--- config.mk ---
export PLATFORM = sky130hd
export DESIGN_NAME = i2c_master_bit_engine_unit
export DESIGN_NICKNAME = d
export VERILOG_FILES = /design/src/rtl/i2cm_pkg.sv /design/src/rtl/i2c_master_bit_engine_unit.sv
export SDC_FILE = /design/constraint.sdc
export NUM_CORES = 1
export LEC_CHECK = 0
export ABC_CLOCK_PERIOD_IN_PS = 4400
export BUFFER_PORTS_ARGS = -buffer_cell sky130_fd_sc_hd__buf_2
export CAP_MARGIN = 40
export CORE_MARGIN = 2
export CORE_UTILIZATION = 55
export CTS_BUF_LIST = sky130_fd_sc_hd__clkbuf_4 sky130_fd_sc_hd__clkbuf_8
export DETAILED_ROUTE_END_ITERATION = 10
export MAX_ROUTING_LAYER = met4
export PLACE_DENSITY = 0.86
export SETUP_SLACK_MARGIN = 0.05
export SLEW_MARGIN = 10
export SYNTH_ARGS = -nofsm -noshare
export SYNTH_HDL_FRONTEND = slang
export SYNTH_SLANG_ARGS = --single-unit
--- constraint.sdc ---
create_clock -name i_clk -period 4.4 [get_ports i_clk]
set_input_delay 0.88 -clock i_clk [delete_from_list [all_inputs] [get_ports i_clk]]
set_output_delay 0.88 -clock i_clk [all_outputs]
set_load 0.05 [all_outputs]
--- src/rtl/i2cm_pkg.sv ---
// Shared constants for the I2C master bit engine.
`timescale 1ns / 1ps
package i2cm_pkg;

    localparam int unsigned APB_ADDR_W = 3;
    localparam int unsigned APB_DATA_W = 32;

    localparam logic [APB_ADDR_W-3:0] REG_ACK_TIMEOUT = '0;

    localparam logic [7:0] ACK_TIMEOUT_RST = 8'd250;

    localparam logic [2:0] CMD_START = 3'd0;
    localparam logic [2:0] CMD_STOP  = 3'd1;
    localparam logic [2:0] CMD_WRITE = 3'd2;
    localparam logic [2:0] CMD_READ  = 3'd3;
    localparam logic [2:0] CMD_WAIT  = 3'd4;

    localparam logic [1:0] PH_LOW  = 2'd0;
    localparam logic [1:0] PH_HIGH = 2'd1;
    localparam logic [1:0] PH_LAST = 2'd2;

    localparam logic [3:0] BITS_PER_BYTE = 4'd8;

endpackage

--- src/rtl/i2c_master_bit_engine_unit.sv ---
// I2C master bit engine: one bus tick per item, APB register for the ack timeout.
`timescale 1ns / 1ps
// The result of an item is registered at the edge that accepts it.
// Throughput: one item per cycle; while a result waits, the next item is taken only in the cycle it is read.
// The tick logic is one pass of the bit sequencer between the state and result registers.
// Reset (synchronous, active low): idle, SCL high, SDA released, ack_timeout = 250.
module i2c_master_bit_engine_unit
    import i2cm_pkg::*;
(
    input  logic                  i_clk,
    input  logic                  i_rst_n,
    input  logic                  i_in_valid,
    output logic                  o_in_ready,
    input  logic                  i_cmd_valid,
    input  logic [2:0]            i_mode,
    input  logic [7:0]            i_write_byte,
    input  logic                  i_send_ack,
    input  logic                  i_sda_in,
    output logic                  o_out_valid,
    input  logic                  i_out_ready,
    output logic                  o_scl,
    output logic                  o_sda_out,
    output logic                  o_sda_drive,
    output logic                  o_busy_res,
    output logic                  o_done_res,
    output logic [7:0]            o_read_data,
    output logic                  o_ack_missing,
    input  logic                  psel,
    input  logic                  penable,
    input  logic                  pwrite,
    input  logic [APB_ADDR_W-1:0] paddr,
    input  logic [APB_DATA_W-1:0] pwdata,
    output logic [APB_DATA_W-1:0] prdata,
    output logic                  pready
);

    logic [7:0] r_ack_timeout;

    logic       r_running, n_running;
    logic [2:0] r_cmd, n_cmd;
    logic [3:0] r_bit_count, n_bit_count;
    logic [1:0] r_sub_phase, n_sub_phase;
    logic [7:0] r_shift, n_shift;
    logic [7:0] r_poll, n_poll;
    logic       r_scl, n_scl;
    logic       r_sda, n_sda;
    logic       r_drv, n_drv;
    logic       r_no_ack, n_no_ack;
    logic       r_ack_choice, n_ack_choice;
    logic [7:0] r_last_read, n_last_read;
    logic       n_done;

    logic       r_out_valid;
    logic       r_out_scl, r_out_sda, r_out_drv, r_out_busy, r_out_done, r_out_no_ack;
    logic [7:0] r_out_read;

    logic       in_acc;
    logic       cfg_wr;

    // Values after a possible command start on this tick
    logic       e_running;
    logic [2:0] e_cmd;
    logic [3:0] e_bit_count;
    logic [1:0] e_sub_phase;
    logic [7:0] e_shift;
    logic [7:0] e_poll;
    logic       e_ack_choice;
    logic       e_no_ack;

    assign pready     = 1'b1;
    assign cfg_wr     = psel && penable && pwrite && pready;
    assign prdata     = (paddr[APB_ADDR_W-1:2] == REG_ACK_TIMEOUT)
                        ? {{(APB_DATA_W-8){1'b0}}, r_ack_timeout} : '0;

    assign o_in_ready = !r_out_valid || i_out_ready;
    assign in_acc     = i_in_valid && o_in_ready;

    always_ff @(posedge i_clk) begin
        if (!i_rst_n) begin
            r_ack_timeout <= ACK_TIMEOUT_RST;
        end else if (cfg_wr && (paddr[APB_ADDR_W-1:2] == REG_ACK_TIMEOUT)) begin
            r_ack_timeout <= pwdata[7:0];
        end
    end

    always_comb begin
        e_running    = r_running;
        e_cmd        = r_cmd;
        e_bit_count  = r_bit_count;
        e_sub_phase  = r_sub_phase;
        e_shift      = r_shift;
        e_poll       = r_poll;
        e_ack_choice = r_ack_choice;
        e_no_ack     = r_no_ack;
        if (!r_running && i_cmd_valid && (i_mode <= CMD_WAIT)) begin
            e_running    = 1'b1;
            e_cmd        = i_mode;
            e_bit_count  = '0;
            e_sub_phase  = PH_LOW;
            e_poll       = '0;
            e_shift      = (i_mode == CMD_WRITE) ? i_write_byte : 8'd0;
            e_ack_choice = i_send_ack;
            if (i_mode == CMD_WAIT) begin
                e_no_ack = 1'b0;
            end
        end

        n_running    = e_running;
        n_cmd        = e_cmd;
        n_bit_count  = e_bit_count;
        n_sub_phase  = e_sub_phase;
        n_shift      = e_shift;
        n_poll       = e_poll;
        n_ack_choice = e_ack_choice;
        n_no_ack     = e_no_ack;
        n_last_read  = r_last_read;
        n_scl        = r_scl;
        n_sda        = r_sda;
        n_drv        = r_drv;
        n_done       = 1'b0;

        if (e_running) begin
            case (e_cmd)
                CMD_START: begin
                    if (e_sub_phase == PH_LOW) begin
                        {n_scl, n_sda, n_drv} = 3'b111;
                        n_sub_phase = PH_HIGH;
                    end else if (e_sub_phase == PH_HIGH) begin
                        {n_scl, n_sda, n_drv} = 3'b101;
                        n_sub_phase = PH_LAST;
                    end else begin
                        {n_scl, n_sda, n_drv} = 3'b001;
                        n_done = 1'b1;
                    end
                end
                CMD_STOP: begin
                    if (e_sub_phase == PH_LOW) begin
                        {n_scl, n_sda, n_drv} = 3'b001;
                        n_sub_phase = PH_HIGH;
                    end else if (e_sub_phase == PH_HIGH) begin
                        {n_scl, n_sda, n_drv} = 3'b101;
                        n_sub_phase = PH_LAST;
                    end else begin
                        {n_scl, n_sda, n_drv} = 3'b111;
                        n_done = 1'b1;
                    end
                end
                CMD_WRITE: begin
                    if (e_sub_phase == PH_LOW) begin
                        {n_scl, n_sda, n_drv} = {1'b0, e_shift[7], 1'b1};
                        n_sub_phase = PH_HIGH;
                    end else if (e_sub_phase == PH_HIGH) begin
                        {n_scl, n_sda, n_drv} = {1'b1, r_sda, 1'b1};
                        n_sub_phase = PH_LAST;
                    end else begin
                        {n_scl, n_sda, n_drv} = {1'b0, r_sda, 1'b1};
                        n_shift     = {e_shift[6:0], 1'b0};
                        n_sub_phase = PH_LOW;
                        n_bit_count = e_bit_count + 4'd1;
                        if (e_bit_count >= BITS_PER_BYTE - 4'd1) begin
                            n_done = 1'b1;
                        end
                    end
                end
                CMD_READ: begin
                    if (e_bit_count < BITS_PER_BYTE) begin
                        if (e_sub_phase == PH_LOW) begin
                            {n_scl, n_sda, n_drv} = 3'b010;
                            n_sub_phase = PH_HIGH;
                        end else if (e_sub_phase == PH_HIGH) begin
                            {n_scl, n_sda, n_drv} = 3'b110;
                            n_sub_phase = PH_LAST;
                        end else begin
                            {n_scl, n_sda, n_drv} = 3'b110;
                            n_shift     = {e_shift[6:0], i_sda_in};
                            n_sub_phase = PH_LOW;
                            n_bit_count = e_bit_count + 4'd1;
                            if (e_bit_count == BITS_PER_BYTE - 4'd1) begin
                                n_last_read = {e_shift[6:0], i_sda_in};
                            end
                        end
                    end else begin
                        if (e_sub_phase == PH_LOW) begin
                            {n_scl, n_sda, n_drv} = {1'b0, ~e_ack_choice, 1'b1};
                            n_sub_phase = PH_HIGH;
                        end else if (e_sub_phase == PH_HIGH) begin
                            {n_scl, n_sda, n_drv} = {1'b1, ~e_ack_choice, 1'b1};
                            n_sub_phase = PH_LAST;
                        end else begin
                            {n_scl, n_sda, n_drv} = {1'b0, ~e_ack_choice, 1'b1};
                            n_done = 1'b1;
                        end
                    end
                end
                CMD_WAIT: begin
                    if (e_sub_phase == PH_LOW) begin
                        {n_scl, n_sda, n_drv} = 3'b110;
                        n_sub_phase = PH_HIGH;
                    end else if (!i_sda_in) begin
                        {n_scl, n_sda, n_drv} = 3'b010;
                        n_done = 1'b1;
                    end else if (e_poll >= r_ack_timeout) begin
                        // no ack: fall into the first stop tick
                        n_no_ack    = 1'b1;
                        n_cmd       = CMD_STOP;
                        {n_scl, n_sda, n_drv} = 3'b001;
                        n_sub_phase = PH_HIGH;
                    end else begin
                        n_poll = e_poll + 8'd1;
                    end
                end
                default: begin
                    n_done = 1'b1;
                end
            endcase
            if (n_done) begin
                n_running   = 1'b0;
                n_sub_phase = PH_LOW;
                n_bit_count = '0;
            end
        end
    end

    always_ff @(posedge i_clk) begin
        if (!i_rst_n) begin
            r_running    <= 1'b0;
            r_cmd        <= CMD_START;
            r_bit_count  <= '0;
            r_sub_phase  <= PH_LOW;
            r_shift      <= '0;
            r_poll       <= '0;
            r_scl        <= 1'b1;
            r_sda        <= 1'b1;
            r_drv        <= 1'b0;
            r_no_ack     <= 1'b0;
            r_ack_choice <= 1'b0;
            r_last_read  <= '0;
        end else if (in_acc) begin
            r_running    <= n_running;
            r_cmd        <= n_cmd;
            r_bit_count  <= n_bit_count;
            r_sub_phase  <= n_sub_phase;
            r_shift      <= n_shift;
            r_poll       <= n_poll;
            r_scl        <= n_scl;
            r_sda        <= n_sda;
            r_drv        <= n_drv;
            r_no_ack     <= n_no_ack;
            r_ack_choice <= n_ack_choice;
            r_last_read  <= n_last_read;
        end
    end

    always_ff @(posedge i_clk) begin
        if (!i_rst_n) begin
            r_out_valid <= 1'b0;
        end else if (in_acc) begin
            r_out_valid <= 1'b1;
        end else if (i_out_ready) begin
            r_out_valid <= 1'b0;
        end
    end

    always_ff @(posedge i_clk) begin
        if (in_acc) begin
            r_out_scl    <= n_scl;
            r_out_sda    <= n_sda;
            r_out_drv    <= n_drv;
            r_out_busy   <= n_running;
            r_out_done   <= n_done;
            r_out_read   <= n_last_read;
            r_out_no_ack <= n_no_ack;
        end
    end

    assign o_out_valid   = r_out_valid;
    assign o_scl         = r_out_scl;
    assign o_sda_out     = r_out_sda;
    assign o_sda_drive   = r_out_drv;
    assign o_busy_res    = r_out_busy;
    assign o_done_res    = r_out_done;
    assign o_read_data   = r_out_read;
    assign o_ack_missing = r_out_no_ack;

    a_done_not_busy: assert property (@(posedge i_clk) disable iff (!i_rst_n)
        o_out_valid && o_done_res |-> !o_busy_res)
        else $error("done reported while still busy");

    a_idle_clean: assert property (@(posedge i_clk) disable iff (!i_rst_n)
        !r_running |-> (r_sub_phase == PH_LOW) && (r_bit_count == 4'd0))
        else $error("idle with sequencer not at rest");

    a_bit_range: assert property (@(posedge i_clk) disable iff (!i_rst_n)
        r_bit_count <= BITS_PER_BYTE)
        else $error("bit counter past one byte");

    a_released_high: assert property (@(posedge i_clk) disable iff (!i_rst_n)
        !r_drv |-> r_sda)
        else $error("released SDA not reading high");

    a_write_count: assert property (@(posedge i_clk) disable iff (!i_rst_n)
        r_running && (r_cmd == CMD_WRITE) |-> r_bit_count < BITS_PER_BYTE)
        else $error("write ran past the last bit");

endmodule

==> metrics.cfg <==
[worst_hold_path]
hold_path_class=reg -> reg

[cts]
clk_path_buf_depth=2
numCtsBuffers=9
htree_levels=3
root_buffer=clkbuf_8
post_cts_buffers=0
clk_pin_slew_ns=0.07
cts.repair.resized=0
insertion_delay_ns=0.36
hold_buffers=0
clock_sinks=62
cts_tree=done

[global_routing]
grt_pass1_vias=3575
overflow=0
grt_use_total=0.273
grt_pass1_wl_mm=17.6
grt_max_degree=31
antenna_found_initial=0

[placed_design]
dp_hpwl_mm=7.70
routabilityCongestion=1.03
portBuffers=53
dp.cells=626
post_dp_cell_area_sq_mm=0.00435

[die]
io_pins=105
die_x_um=90.1
fp.dieArea_sq_mm=0.00811
dieHeight_um=90.1
start_util=0.565
num_rows=31
fp.coreArea_sq_mm=0.00721

[critical_path]
critPathMaxStageDelay_ns=0.56
critPathBufInv=3
crit_chain=buf_2 > nor2b_1 > nand2_1 > buf_4 > and2_1 > ha_1 > a21oi_1 > a2111oi_4 > nor2_1 > buf_4 > o21ai_0 > a31oi_1
crit_top_cell=buf_4
critical_path_class=in -> reg
critPathLaunchType=input pin
r2r_setup_slack_ns=1.00
crit_path_end_kind=flip-flop
crit_family=simple AND/OR/NAND/NOR gates
cp.required_ns=4.63
critical-path-slowest-cell=a2111oi_4
critPathMaxFanout=20
worst_ep_arrival_time_ns=3.83

[detailed_routing]
routed_wirelength_mm=10.7
ant_nets=0
wl_per_cell_um=16.7
vias=3951
route.detailed.drc=0
drtIter0Drc=421
dr.pass1.iters=6
via_per_inst=6.15

[cells_and_area]
drive_above_1_share=0.208
final_cells=642
syn_to_final_growth_pct=11.1
stdcell_area_sq_mm=0.00452
fin_nets=606
diodes=0

[timing]
tns_ns=0
max_freq_mhz=277
relSlewSlack=0.520
min_period_over_period=0.819
worst_pin_slew_ns=0.712
rsz0062_at_grt=no
period_needed_ns=3.60
worst_clock_skew_ns=0.0113
hold_viol=0
slew_viol_final=0
setup_violations=0

[power]
cellLeakagePower_nw=1.84
power.share.combinational=0.223
power_switching_mw=0.484
seq_power_share=0.449
p_per_area_mw_per_mm2=302
clkPwrFrac=0.328
internal-power_mw=0.883
swShare=0.354
vdd_ir_drop_max_mv=0.195

[synth]
ys_seq_area_frac=0.339
async_flop_share=0
synth_flop_cell=dfxtp_1
yosys_warnings=0
synth_area_sq_mm=0.00407
synthCells=488
syn_avg_cell_area_sq_um=8.35
synth-edff-count=14
synth-seq-cells=62
yosysUniqueCellTypes=77

[run_status]
outcome=complete, no violations

[flow_run]
cap_violations=0

==> Yosys cell counts (11+ instances only) <==
cell type | n | area share
nand3_1 | 24 | 0.029
clkbuf_1 | 22 | 0.020
dfxtp_1 | 48 | 0.24
edfxtp_1 | 14 | 0.10
nor2_1 | 32 | 0.029
ha_1 | 12 | 0.037
o21ai_0 | 28 | 0.034
a21oi_1 | 32 | 0.039
buf_4 | 27 | 0.050
inv_1 | 15 | 0.014
o211ai_1 | 11 | 0.020
nand2_1 | 60 | 0.055
==> per-layer routing <==
layer  up-vias  routed length, um  global-route usage
met1      1844               4470               0.341
met2       221               5170               0.440
met3        24                846              0.0520
met5         -                  0                   -
met4         0                252               0.105
li1       1862                  -                   -
==> cells in the final DEF (no fill, tap or decap), types with 6 or more instances in the layout <==
| master | count |
|---|---|
| and3_1 | 7 |
| mux2i_1 | 7 |
| a21oi_1 | 32 |
| nor3_1 | 8 |
| o31ai_1 | 6 |
| buf_2 | 53 |
| nand2_1 | 60 |
| edfxtp_1 | 14 |
| a211oi_1 | 8 |
| and2_1 | 8 |
| ha_1 | 12 |
| a31oi_1 | 8 |
| clkbuf_8 | 9 |
| o211ai_1 | 11 |
| nor2_1 | 32 |
| inv_1 | 15 |
| nand3_1 | 24 |
| dfxtp_1 | 48 |
| o21ai_0 | 28 |
| conb_1 | 25 |
| buf_4 | 15 |
==> cell type report <==
cell class,count,area [sq um]
multi-input combinational,379,2400
clock inverter,7,51.3
clock buffer,9,124
inverter,18,67.6
fill,642,2690
tap,99,124
sequential,62,1380
timing repair buffer,68,378
==> power groups by stage <==
stage	registers (mW)	clock network, mW	logic (mW)
finish	0.614	0.448	0.305
global route	0.616	0.479	0.324
CTS	0.614	0.455	0.300
detailed placement	0.627	0	0.298
global placement	0.626	0	0.294
floorplan	0.653	0	0.216
==> metrics by stage <==
stage | setup WS, ns | util | hold slack (ns) | power (mW)
after floorplan | 0.501 | - | 0.432 | 0.869
after global placement | 0.581 | 0.602 | 0.457 | 0.920
after detailed placement | 0.494 | 0.603 | 0.472 | 0.925
after CTS | 0.856 | 0.627 | 0.483 | 1.37
after global routing | 0.527 | 0.627 | 0.497 | 1.42
final | 0.796 | 0.627 | 0.479 | 1.37
==> kinds of logic (layout without fill, tap and decap cells) <==
logic type	after synthesis	count (layout)	share of synthesized area
buffers and inverters	70	102	0.0934
flip-flops	62	62	0.339
adder cells (fa/ha/maj)	12	12	0.0369
XOR/XNOR	3	3	0.00645
other	2	25	0.00184
AO/OA/AOI/OAI	143	143	0.253
AND/OR/NAND/NOR	185	185	0.241
multiplexers	11	11	0.0283
==> path summary, 6_finish.rpt <==
kind                      from             end  depth (start not counted)
setup reg to reg     r_running  r_sub_phase[1]                         11
hold reg to reg   r_ack_choice    r_ack_choice                          2
setup / recovery   i_cmd_valid  r_sub_phase[1]                         12
hold / removal    r_ack_choice    r_ack_choice                          2
==> tightest hold or removal path: stages, from the launching register on <==
cell,delay [ns]
dfxtp_1,0.32
nand2_1,0.05
a21oi_1,0.06
==> flip-flops by register name, summed over array words and instances, names as in the netlist, 2 cells and up <==
register and count:
o_read_data 8, r_cmd 3, r_poll 8, r_shift 8, r_last_read 8, r_ack_timeout 8, r_sub_phase 2, r_bit_count 4
(Power assumes the default switching activity.)
